## config.mk

```make
export PLATFORM = sky130hd
export DESIGN_NAME = integer_to_radix_digits
export DESIGN_NICKNAME = d
export VERILOG_FILES = /design/src/rtl/ird_pkg.sv /design/src/rtl/ird_divider.sv /design/src/rtl/ird_sequencer.sv /design/src/rtl/integer_to_radix_digits.sv
export SDC_FILE = /design/constraint.sdc
export NUM_CORES = 1
export LEC_CHECK = 0
export ABC_AREA = 1
export BUFFER_PORTS_ARGS = -buffer_cell sky130_fd_sc_hd__buf_2
export CAP_MARGIN = 0
export CORE_MARGIN = 4
export CORE_UTILIZATION = 61
export CTS_BUF_LIST = sky130_fd_sc_hd__clkbuf_8
export DETAILED_ROUTE_END_ITERATION = 8
export PLACE_DENSITY = 0.79
export REMOVE_ABC_BUFFERS = 1
export SLEW_MARGIN = 20
export SYNTH_ARGS = -nofsm -noshare
export SYNTH_HDL_FRONTEND = slang
export SYNTH_HIERARCHICAL = 1
export SYNTH_SLANG_ARGS = --single-unit
```

## constraint.sdc

```tcl
create_clock -name clock -period 13.3 [get_ports clock]
set_input_delay 0.665 -clock clock [delete_from_list [all_inputs] [get_ports clock]]
set_output_delay 0.665 -clock clock [all_outputs]
set_load 0.01 [all_outputs]
```

## src/rtl/ird_pkg.sv

```systemverilog
// Shared types, constants and helpers of the integer to radix digit converter.
`default_nettype none

package ird_pkg;

   // Value width default and digit store geometry
   localparam int VALUE_WIDTH_DEFAULT = 64;
   localparam int STORE_DEPTH         = 64;
   localparam int STORE_AW            = $clog2(STORE_DEPTH);
   localparam int COUNT_W             = STORE_AW + 1;

   // Field widths
   localparam int RADIX_W = 5;
   localparam int DIGIT_W = 4;
   localparam int CHAR_W  = 8;

   // Quotient bits retired by the divider in one cycle
   localparam int STEP_BITS = 8;

   // Character and radix constants
   localparam logic [CHAR_W-1:0]  DIGIT_BASE_CHAR = 8'h30;
   localparam logic [RADIX_W-1:0] RADIX_RESET     = 5'd10;
   localparam logic [RADIX_W-1:0] RADIX_MIN       = 5'd2;
   localparam logic [RADIX_W-1:0] RADIX_MAX       = 5'd16;

   // Divider status toward the sequencer
   typedef struct packed {
      logic               done;
      logic [DIGIT_W-1:0] remainder;
   } div_result_type;

   // Clamp the programmed radix into the supported range
   function automatic logic [RADIX_W-1:0] eff_radix(input logic [RADIX_W-1:0] r);
      logic [RADIX_W-1:0] res;
      res = r;
      if (r < RADIX_MIN) begin
         res = RADIX_MIN;
      end else if (r > RADIX_MAX) begin
         res = RADIX_MAX;
      end
      return res;
   endfunction

endpackage

`default_nettype wire

```

## src/rtl/ird_divider.sv

```systemverilog
// Iterative divider by a small radix: STEP_BITS quotient bits per cycle.
`default_nettype none

module ird_divider
   import ird_pkg::*;
#(
   parameter int DIV_WIDTH = 64
) (
   input  wire logic                 clock,
   input  wire logic                 reset,
   input  wire logic                 start,
   input  wire logic [DIV_WIDTH-1:0] dividend,
   input  wire logic [RADIX_W-1:0]   radix,
   output      logic [DIV_WIDTH-1:0] quotient,
   output      div_result_type       result
);

   localparam int DIV_CYCLES = DIV_WIDTH / STEP_BITS;
   localparam int CNT_W      = (DIV_CYCLES > 1) ? $clog2(DIV_CYCLES) : 1;

   logic [DIV_WIDTH-1:0] work_ff, work_in;
   logic [DIGIT_W-1:0]   rem_ff, rem_in;
   logic [CNT_W-1:0]     cnt_ff;
   logic                 busy_ff;
   logic                 done_ff;

   // Restoring long division, STEP_BITS dividend bits per cycle
   always_comb begin
      logic [RADIX_W-1:0] trial;
      rem_in  = rem_ff;
      work_in = work_ff;
      for (int i = 0; i < STEP_BITS; i++) begin
         trial   = {rem_in, work_in[DIV_WIDTH-1]};
         work_in = {work_in[DIV_WIDTH-2:0], 1'b0};
         if (trial >= radix) begin
            rem_in     = DIGIT_W'(trial - radix);
            work_in[0] = 1'b1;
         end else begin
            rem_in = trial[DIGIT_W-1:0];
         end
      end
   end

   // Control: load on start, count down the chunks, pulse done
   always_ff @(posedge clock) begin
      if (reset) begin
         busy_ff <= 1'b0;
         done_ff <= 1'b0;
         cnt_ff  <= '0;
      end else begin
         done_ff <= 1'b0;
         if (start) begin
            busy_ff <= 1'b1;
            cnt_ff  <= CNT_W'(DIV_CYCLES - 1);
         end else if (busy_ff) begin
            cnt_ff <= cnt_ff - 1'b1;
            if (cnt_ff == '0) begin
               busy_ff <= 1'b0;
               done_ff <= 1'b1;
            end
         end
      end
   end

   // Datapath: quotient shifts in as dividend shifts out
   always_ff @(posedge clock) begin
      if (start) begin
         work_ff <= dividend;
         rem_ff  <= '0;
      end else if (busy_ff) begin
         work_ff <= work_in;
         rem_ff  <= rem_in;
      end
   end

   assign quotient         = work_ff;
   assign result.done      = done_ff;
   assign result.remainder = rem_ff;

endmodule

`default_nettype wire

```

## src/rtl/ird_sequencer.sv

```systemverilog
// Conversion sequencer: sign handling, digit store and digit output.
`default_nettype none

module ird_sequencer
   import ird_pkg::*;
#(
   parameter int VALUE_WIDTH = VALUE_WIDTH_DEFAULT
) (
   input  wire logic                   clock,
   input  wire logic                   reset,
   input  wire logic [RADIX_W-1:0]     radix,
   input  wire logic                   req_valid,
   output      logic                   req_stall,
   input  wire logic                   req_op,
   input  wire logic [VALUE_WIDTH-1:0] req_value,
   output      logic                   rsp_valid,
   input  wire logic                   rsp_stall,
   output      logic [CHAR_W-1:0]      rsp_char_code,
   output      logic                   rsp_leading_minus,
   output      logic                   rsp_is_last
);

   localparam int DIV_WIDTH = ((VALUE_WIDTH + STEP_BITS - 1) / STEP_BITS) * STEP_BITS;

   localparam logic [1:0] S_IDLE   = 2'd0;
   localparam logic [1:0] S_DIVIDE = 2'd1;
   localparam logic [1:0] S_READ   = 2'd2;
   localparam logic [1:0] S_SEND   = 2'd3;

   logic [1:0]             state_ff;
   logic [COUNT_W-1:0]     cnt_ff;
   logic [STORE_AW-1:0]    ptr_ff;
   logic                   neg_ff;
   logic                   first_ff;
   logic [DIGIT_W-1:0]     rd_ff;
   logic [DIGIT_W-1:0]     mem [STORE_DEPTH];

   logic                   accept;
   logic                   negative;
   logic [VALUE_WIDTH-1:0] magnitude;
   logic                   div_start;
   logic [DIV_WIDTH-1:0]   div_dividend;
   logic [DIV_WIDTH-1:0]   div_quotient;
   div_result_type         div_res;
   logic                   last_digit;
   logic                   wr_en;
   logic                   rd_en;
   logic                   rsp_take;

   assign accept   = req_valid && !req_stall;
   assign rsp_take = rsp_valid && !rsp_stall;

   // Negate a negative signed value; the most negative one stays as its magnitude
   assign negative  = req_op && req_value[VALUE_WIDTH-1];
   assign magnitude = negative ? (~req_value + 1'b1) : req_value;

   // Start a division on accept, and again while the quotient is nonzero and the store is not full
   assign last_digit   = (div_quotient == '0) || (cnt_ff == COUNT_W'(STORE_DEPTH - 1));
   assign wr_en        = (state_ff == S_DIVIDE) && div_res.done;
   assign div_start    = accept || (wr_en && !last_digit);
   assign div_dividend = accept ? DIV_WIDTH'(magnitude) : div_quotient;
   assign rd_en        = (state_ff == S_READ);

   ird_divider #(
      .DIV_WIDTH (DIV_WIDTH)
   ) u_divider (
      .clock    (clock),
      .reset    (reset),
      .start    (div_start),
      .dividend (div_dividend),
      .radix    (radix),
      .quotient (div_quotient),
      .result   (div_res)
   );

   // Sequencer
   always_ff @(posedge clock) begin
      if (reset) begin
         state_ff <= S_IDLE;
         cnt_ff   <= '0;
         ptr_ff   <= '0;
         neg_ff   <= 1'b0;
         first_ff <= 1'b0;
      end else begin
         case (state_ff)
            S_IDLE: begin
               if (accept) begin
                  neg_ff   <= negative;
                  cnt_ff   <= '0;
                  state_ff <= S_DIVIDE;
               end
            end
            S_DIVIDE: begin
               if (div_res.done) begin
                  if (last_digit) begin
                     ptr_ff   <= cnt_ff[STORE_AW-1:0];
                     first_ff <= 1'b1;
                     state_ff <= S_READ;
                  end else begin
                     cnt_ff <= cnt_ff + 1'b1;
                  end
               end
            end
            S_READ: begin
               state_ff <= S_SEND;
            end
            S_SEND: begin
               if (!rsp_stall) begin
                  first_ff <= 1'b0;
                  if (ptr_ff == '0) begin
                     state_ff <= S_IDLE;
                  end else begin
                     ptr_ff   <= ptr_ff - 1'b1;
                     state_ff <= S_READ;
                  end
               end
            end
            default: begin
               state_ff <= S_IDLE;
            end
         endcase
      end
   end

   // Digit store: written least significant first, read back in reverse
   always_ff @(posedge clock) begin
      if (wr_en) begin
         mem[cnt_ff[STORE_AW-1:0]] <= div_res.remainder;
      end
      if (rd_en) begin
         rd_ff <= mem[ptr_ff];
      end
   end

   // Result beat
   assign req_stall         = (state_ff != S_IDLE);
   assign rsp_valid         = (state_ff == S_SEND);
   assign rsp_char_code     = DIGIT_BASE_CHAR + CHAR_W'(rd_ff);
   assign rsp_leading_minus = neg_ff && first_ff;
   assign rsp_is_last       = (ptr_ff == '0);

   // Assertions
   a_busy_while_sending: assert property (@(posedge clock) disable iff (reset)
      rsp_valid |-> req_stall)
      else $error("input taken while a result beat is pending");

   a_done_in_divide: assert property (@(posedge clock) disable iff (reset)
      div_res.done |-> (state_ff == S_DIVIDE))
      else $error("divider finished outside the divide phase");

   a_next_digit_read: assert property (@(posedge clock) disable iff (reset)
      (rsp_take && !rsp_is_last) |=> (state_ff == S_READ))
      else $error("no store read after a non-final digit");

   a_count_in_range: assert property (@(posedge clock) disable iff (reset)
      (state_ff == S_DIVIDE) |-> (cnt_ff < COUNT_W'(STORE_DEPTH)))
      else $error("digit count beyond the store depth");

endmodule

`default_nettype wire

```

## src/rtl/integer_to_radix_digits.sv

```systemverilog
// Top level of the integer to radix digit converter.
//
// Usage: an input beat on req_ (req_op, req_value) is taken when req_valid
// is high and req_stall is low. req_op 0 treats the value as unsigned, 1 as
// two's complement. The magnitude is split into digits of the radix held in
// the csr_ register (written with csr_write_enable, clamped to 2..16). Each
// result beat on rsp_ carries one digit as '0'+digit, most significant first,
// with rsp_leading_minus on the first digit of a negative number and
// rsp_is_last on the final one. Zero gives a single '0'.
// Each digit costs one division in the shared divider, which retires eight
// quotient bits a cycle; the digits then leave through a store read state
// and then a send state each. One item is in flight at a time: req_stall
// stays high from acceptance until the last digit beat is taken. A stall on
// rsp_ holds the current beat unchanged. Reset clears the sequencer, the
// divider control and sets the radix to 10; the digit store needs no
// clearing.
`default_nettype none

module integer_to_radix_digits
   import ird_pkg::*;
#(
   parameter int VALUE_WIDTH = VALUE_WIDTH_DEFAULT
) (
   input  wire logic               clock,
   input  wire logic               reset,
   input  wire logic               csr_write_enable,
   input  wire logic [RADIX_W-1:0] csr_write_data,
   input  wire logic               req_valid,
   output      logic               req_stall,
   input  wire logic               req_op,
   input  wire logic [63:0]        req_value,
   output      logic               rsp_valid,
   input  wire logic               rsp_stall,
   output      logic [CHAR_W-1:0]  rsp_char_code,
   output      logic               rsp_leading_minus,
   output      logic               rsp_is_last
);

   logic [RADIX_W-1:0] radix_ff;
   logic [RADIX_W-1:0] radix_eff;

   // Hold the radix register
   always_ff @(posedge clock) begin
      if (reset) begin
         radix_ff <= RADIX_RESET;
      end else if (csr_write_enable) begin
         radix_ff <= csr_write_data;
      end
   end

   // Clamp to the supported range
   assign radix_eff = eff_radix(radix_ff);

   ird_sequencer #(
      .VALUE_WIDTH (VALUE_WIDTH)
   ) u_sequencer (
      .clock             (clock),
      .reset             (reset),
      .radix             (radix_eff),
      .req_valid         (req_valid),
      .req_stall         (req_stall),
      .req_op            (req_op),
      .req_value         (req_value[VALUE_WIDTH-1:0]),
      .rsp_valid         (rsp_valid),
      .rsp_stall         (rsp_stall),
      .rsp_char_code     (rsp_char_code),
      .rsp_leading_minus (rsp_leading_minus),
      .rsp_is_last       (rsp_is_last)
   );

endmodule

`default_nettype wire

```

Word-level counts from Yosys, hierarchy flattened:

Memory sizes are Yosys's and may differ from the RTL's. A register that Yosys moved wholly into a read port is not among the register bits.
Cells that the tools add are included.

* equality and inequality tests: 11
* bitwise logic cells: 2
* muxes and demuxes: 49
* magnitude comparators: 10
* reduce and logical (&&, ||, !) cells: 24
* add/subtract/negate cells: 13

Operator list (number)
* $mux W64: 4
* $add A64 B1 Y64 const B: 1
* $logic_not A64 Y1: 1
* $not A64 Y64: 1
* $ge A5 B5 Y1: 8
* $mux W4: 8
* $sub A4 B4 Y4: 8
* $mux W6: 4
* $mux W7: 3
* $mux W1: 17
* $pmux W7 S2: 1
* $pmux W6 S2: 1
* $reduce_and A4 Y1: 3
* $mux W2: 5
* $mux W5: 2
* $ne A2 B2 Y1 const B: 4
* $pmux W2 S4: 1
* $reduce_bool A2 Y1: 4
* $add A6 B4 Y7 const A: 1
* $add A7 B1 Y7 const B: 1
* $eq A7 B6 Y1 const B: 1
* $logic_not A6 Y1: 1
* $mux W3: 2
* $ne A2 B1 Y1 const B: 3
* other kinds (16): 24

* word-level logic and storage cells: 121
* memories: 1
* memory bits (writable): 256
* bits of input ports: 75
* flip-flop bits (word level): 95

Memory list
* u_sequencer.mem: words 64, bits a word 4, read ports 1, clocked after memory_dff 1, write ports 1, RTL line ird_sequencer.sv:36 `logic [DIGIT_W-1:0] mem [STORE_DEPTH];`

Logic depth before layout (Yosys ltp):

* depth after elaboration: 21
* gate-level depth with buffers: 72
* gate-level depth less buffers: 72

Hierarchy:

Netlist, hierarchy kept.

By module, submodules not included
* ird_sequencer: times used 1, area each 14926.8 µm², cells each 1762
* ird_divider: times used 1, area each 4927.2 µm², cells each 603
* integer_to_radix_digits: times used 1, area each 220.2 µm², cells each 35

Least setup slack after synthesis:

OpenSTA, ideal clock, no wires.

* path type: reg2reg
* from: reg u_sequencer.u_divider.rem_ff[1]
* to: reg u_sequencer.u_divider.rem_ff[0]
* setup slack: 4050 ps
* arrival time: 9058 ps
* stages on the path, launching flop included: 65
* clock period less this slack: 9250 ps
* required time: 13107 ps
* cells stage by stage: dfxtp_1 -> ha_1 -> nand2_1 -> nand2_1 -> a21oi_2 -> nand3_2 -> nor2_1 -> a21oi_1 -> ha_1 -> nand2_1 -> inv_2 -> a21oi_2 -> nand3_2 -> inv_2 -> or2_1 -> nand2_1 -> ha_1 -> nand2_1 -> [29 not listed] -> and2_1 -> ha_1 -> a21oi_1 -> o21a_1 -> nand2_1 -> nor2_4 -> inv_1 -> nand2_1 -> nand2_1 -> ha_1 -> a21oi_1 -> nand2_1 -> nand2_1 -> nand3_1 -> a21oi_2 -> nand2_1 -> nand3_1 -> o21ai_0

* word-level cells in the longest chain between the ends: 16
* elaborated cells between the ends (all ways): 23
* those cells by class: add/sub: 7; order compare: 8; mux: 8

RTL lines
* from (decl): RTL line ird_divider.sv:22 `logic [DIGIT_W-1:0] rem_ff, rem_in;`
* from (signal assigned): RTL line ird_divider.sv:72 `rem_ff <= rem_in;`
* $sub A4 B4 Y4 or $ge A5 B5 Y1 (tied branches): RTL line ird_divider.sv:36, ird_divider.sv:35
* $mux W4 *: RTL line ird_divider.sv:35 `if (trial >= radix) begin`
* $sub A4 B4 Y4 or $ge A5 B5 Y1 (tied branches): RTL line ird_divider.sv:36, ird_divider.sv:35
* $mux W4 *: RTL line ird_divider.sv:35
* $ge A5 B5 Y1 or $sub A4 B4 Y4 (tied branches): RTL line ird_divider.sv:35, ird_divider.sv:36
* $mux W4 *: RTL line ird_divider.sv:35
* $sub A4 B4 Y4 or $ge A5 B5 Y1 (tied branches): RTL line ird_divider.sv:36, ird_divider.sv:35
* $mux W4 *: RTL line ird_divider.sv:35
* $sub A4 B4 Y4 or $ge A5 B5 Y1 (tied branches): RTL line ird_divider.sv:36, ird_divider.sv:35
* $mux W4 *: RTL line ird_divider.sv:35
* $sub A4 B4 Y4 or $ge A5 B5 Y1 (tied branches): RTL line ird_divider.sv:36, ird_divider.sv:35
* $mux W4 *: RTL line ird_divider.sv:35
* $ge A5 B5 Y1 or $sub A4 B4 Y4 (tied branches): RTL line ird_divider.sv:35, ird_divider.sv:36
* $mux W4 *: RTL line ird_divider.sv:35
* $ge A5 B5 Y1 *: RTL line ird_divider.sv:35
* $mux W4 *: RTL line ird_divider.sv:35

Every way passes the cells marked *; elsewhere a longest branch is shown, timed or not.
A chain may end at the register's enable or synchronous reset.

Worst setup path in the final report:

* from: reg radix_ff[4]
* to: reg u_sequencer.u_divider.work_ff[0], in the netlist u_sequencer/u_divider/quotient[0], data pin

* word-level cells in the longest chain between the ends: 21
* elaborated cells between the ends (all ways): 29
* those cells by class: add/sub: 7; order compare: 10; mux: 12

RTL lines
* from (decl): RTL line integer_to_radix_digits.sv:39 `logic [RADIX_W-1:0] radix_ff;`
* from (signal assigned): RTL line integer_to_radix_digits.sv:47 `radix_ff <= csr_write_data;`
* $gt A5 B5 Y1: RTL line ird_pkg.sv:38 `end else if (r > RADIX_MAX) begin`
* $mux W5: RTL line ird_pkg.sv:38
* $mux W5 *: RTL line ird_pkg.sv:36 `if (r < RADIX_MIN) begin`
* via radix_eff[1]: RTL line integer_to_radix_digits.sv:40 `logic [RADIX_W-1:0] radix_eff;`
* $sub A4 B4 Y4 or $ge A5 B5 Y1 (tied branches): RTL line ird_divider.sv:36, ird_divider.sv:35
* $mux W4: RTL line ird_divider.sv:35
* $sub A4 B4 Y4 or $ge A5 B5 Y1 (tied branches): RTL line ird_divider.sv:36, ird_divider.sv:35
* $mux W4: RTL line ird_divider.sv:35
* [6 not listed]
* $sub A4 B4 Y4 or $ge A5 B5 Y1 (tied branches): RTL line ird_divider.sv:36, ird_divider.sv:35
* $mux W4: RTL line ird_divider.sv:35
* $sub A4 B4 Y4 or $ge A5 B5 Y1 (tied branches): RTL line ird_divider.sv:36, ird_divider.sv:35
* $mux W4: RTL line ird_divider.sv:35
* $ge A5 B5 Y1 *: RTL line ird_divider.sv:35
* $mux W1 *: RTL line ird_divider.sv:35
* $mux W64 *: RTL line ird_divider.sv:70 `end else if (busy_ff) begin`
* $mux W64 *: RTL line ird_divider.sv:67 `if (start) begin`
* to (signal assigned): RTL line ird_divider.sv:68 `work_ff <= dividend;`
* to (signal assigned): RTL line ird_divider.sv:71 `work_ff <= work_in;`
* to (decl): RTL line ird_divider.sv:21 `logic [DIV_WIDTH-1:0] work_ff, work_in;`

The timed path passes the listed nets; every way through them passes the cells marked *. The select of a mux whose other input is x is not followed.

==> results.sh <==
export IMPL_status="finished clean"
export IMPL_syn_area_um2=20070
export IMPL_portBuffers=82
export IMPL_place_area_um2=20650
export IMPL_finalWorstSetupSlack_ps=2734
export IMPL_dieArea_um2=35870
export IMPL_rows=66
export IMPL_clock_sinks=355
export IMPL_syn_inst=2400
export IMPL_start_kind="flop"
export IMPL_dp_slack_ps=2821
export IMPL_cp_max_fo=10
export IMPL_drc=0
export IMPL_ys_ff_latch=355
export IMPL_cts_hold_buffers=0
export IMPL_cp_num_buf_inv=9
export IMPL_fin_crit_ps=10570
export IMPL_clk_pin_slew_ps=60
export IMPL_grt_pass1_vias=16330
export IMPL_grt_total_usage_pct=29.20
export IMPL_hpwl_um=35950
export IMPL_wl_met1_um=21910
export IMPL_instances_no_fill=2941
export IMPL_postCtsSetupRepairBufs=0
export IMPL_start_util_pct=61.70
export IMPL_fin_setup_tns_ps=0
export IMPL_wl_met2_um=25060
export IMPL_cts_made_buffers=54
export IMPL_yosys_cell_types_count=53
export IMPL_relSlewSlack_pct=27.52
export IMPL_avgSynthCellArea_um2=8.364
export IMPL_ioPinCount=87
export IMPL_place_congestion=0.9672
export IMPL_ant_nets=0
export IMPL_multi_input_area_um2=8572
export IMPL_crit_family="simple AND/OR/NAND/NOR gates"
export IMPL_firstDrtPassIters=6
export IMPL_endpoint_kind="flop"
export IMPL_maxCapViolations=0
export IMPL_stdcell_area_um2=21730
export IMPL_dr_first_iter_drc_count=1859
export IMPL_synth_seq_area_share_pct=51.56
export IMPL_nFillCells=2726
export IMPL_post_drt_wl_per_cell_um=18.11
export IMPL_path_class="flop to flop"
export IMPL_path_common_cell="nand2_1"
export IMPL_drv_slew=0
export IMPL_grt_ovfl_total=0
export IMPL_die_h_um=189.4
export IMPL_fmax_ghz=0.09464
export IMPL_antenna_cells=0
export IMPL_viasPerCell=5.751
export IMPL_period_share_pct=79.44
export IMPL_clock_skew_ps=25.62
export IMPL_critPathMaxStageDelay_ps=390
export IMPL_setup_viol=0
export IMPL_clockRootBuffer="clkbuf_8"
export IMPL_ys_warn_count=6
export IMPL_fp_coreArea_um2=32540
export IMPL_area_delta_synth_final_pct=8.227
export IMPL_grt_max_degree=95
export IMPL_cpMaxStageDelayCell="nand2_1"
export IMPL_wirelength_um=53260
export IMPL_nNetsFinal=2583
export IMPL_worst_pin_slew_ps=1081
export IMPL_seq_area_um2=10360
export IMPL_clock_path_buffers=3
export IMPL_clk_insertion_delay_late_ps=590
export IMPL_crit_arrival_ps=10840
export IMPL_cts_resized=0
export IMPL_drive_gt1_share_pct=10.00
export IMPL_h_tree_depth=2
export IMPL_hold_class="input port to flop"
export IMPL_top_layer="met4"
export IMPL_vias=16910
export IMPL_grt_pass1_wl_um=84700
export IMPL_wl_met3_um=4178
export IMPL_post_place_cells=2840
export IMPL_cp_required_ps=13580
export IMPL_cts_tree="done"
export IMPL_antenna_found_initial=0
export IMPL_rsz0062_at_grt="false"
export IMPL_final_hold_violation_count=0
export IMPL_die_w_um=189.4
==> layout by cell type, fill, tap and decap left out, types with 28 or more instances in the layout <==
cell / instances
nand3_1: 183
inv_1: 162
nor2_1: 413
edfxtp_1: 324
xor2_1: 28
nand2_1: 660
a21oi_1: 35
ha_1: 46
clkbuf_8: 62
o21ai_0: 195
nand4_1: 39
buf_2: 82
==> registers in the layout (all words and copies together) (netlist names) <==
name and count:
u_sequencer/u_divider/quotient 64, u_sequencer/mem 256, u_sequencer/cnt_ff 7, u_sequencer/u_divider/done_ff 1
u_sequencer/state_ff 2, u_sequencer/u_divider/cnt_ff 3, radix_ff 5, u_sequencer/ptr_ff 6
u_sequencer/u_divider/busy_ff 1, u_sequencer/rd_ff 4, u_sequencer/first_ff 1, u_sequencer/neg_ff 1
u_sequencer/u_divider/rem_ff 4
==> cells by family (layout without fill, tap and decap cells) <==
family	after synthesis	after routing	synth area share (%)
xor gates and xnor gates	38	38	1.658
adders and majority gates	54	54	3.665
buffers and inverters	272	369	5.778
and+or+nand+nor	1361	1361	28.58
other	2	4	0.03741
DFF	355	355	51.56
AOI/OAI and AO/OA	318	318	8.720
==> per-layer routing <==
layer / global-route usage [%] / up-vias
li1: - / 8145
met1: 39.88 / 7835
met2: 47.85 / 795
met3: 3.761 / 138
met4: 11.74 / 0
met5: 0 / -
==> area by class of cell <==
type | count | share of cell area [%]
inverters | 171 | 2.954
clock inverters | 39 | 1.031
well taps | 442 | 2.545
flip-flops and latches | 355 | 47.68
clock buffers | 62 | 3.928
multi-input cells | 1775 | 39.46
repair buffers | 97 | 2.407
==> worst paths after layout <==
path | from | end | slack (ps) | depth (start not counted)
min | csr_write_data[1] | radix_ff[1]$_SDFFE_PP1P_ | 310 | 3
max reg2reg | radix_ff[4]$_SDFFE_PP0P_ | u_sequencer/u_divider/quotient[0]$_DFFE_PP_ | 2730 | 66
max | radix_ff[4]$_SDFFE_PP0P_ | u_sequencer/u_divider/quotient[0]$_DFFE_PP_ | 2730 | 66
min reg2reg | u_sequencer/first_ff$_SDFFE_PP0P_ | u_sequencer/first_ff$_SDFFE_PP0P_ | 470 | 2
==> worst min-delay path: stages <==
cell and delay, ps:
buf_2 80, nand2_1 40, nand3_1 70
==> Yosys cell counts, drive strengths merged <==
| master | instances | area (um2) |
|---|---|---|
| nand2 | 668 | 2542 |
| nor2 | 430 | 1692 |
| edfxtp | 324 | 9729 |
| o21ai | 225 | 1141 |
| nand3 | 195 | 1051 |
| inv | 167 | 626.8 |
| buf | 67 | 387.9 |
| ha | 46 | 575.6 |
| a21oi | 40 | 219.0 |
| nand4 | 40 | 256.5 |
| clkbuf | 34 | 130.1 |
| dfxtp | 31 | 620.6 |
| xor2 | 28 | 245.2 |
| o211ai | 26 | 195.2 |
| o22ai | 13 | 81.33 |
| xnor2 | 10 | 87.58 |
| nand3b | 9 | 71.32 |
| fa | 8 | 160.2 |
| or2 | 7 | 46.29 |
| and2 | 6 | 37.54 |
| clkinv | 4 | 15.01 |
| a211oi | 3 | 22.52 |
| nor3 | 3 | 20.02 |
| o21a | 3 | 30.02 |
| o31ai | 3 | 22.52 |
| a221oi | 2 | 17.52 |
| conb | 2 | 7.510 |
| nor3b | 2 | 15.01 |
| a21o | 1 | 7.510 |
| a31oi | 1 | 6.260 |
| and3 | 1 | 6.260 |
| o21bai | 1 | 7.510 |
==> through the flow <==
stage / hold slack, ps / utilization, %
6_report: 310.7 / 66.77
5_1_grt: 299.8 / 66.77
4_1_cts: 284.6 / 66.77
3_5_place_dp: 463.2 / 63.46
3_3_place_gp: 453.0 / 63.46
2_1_floorplan: 433.3 / -
Power is not shown: default switching activity piles up to over one toggle a cycle in this logic, so the estimate is an artifact.
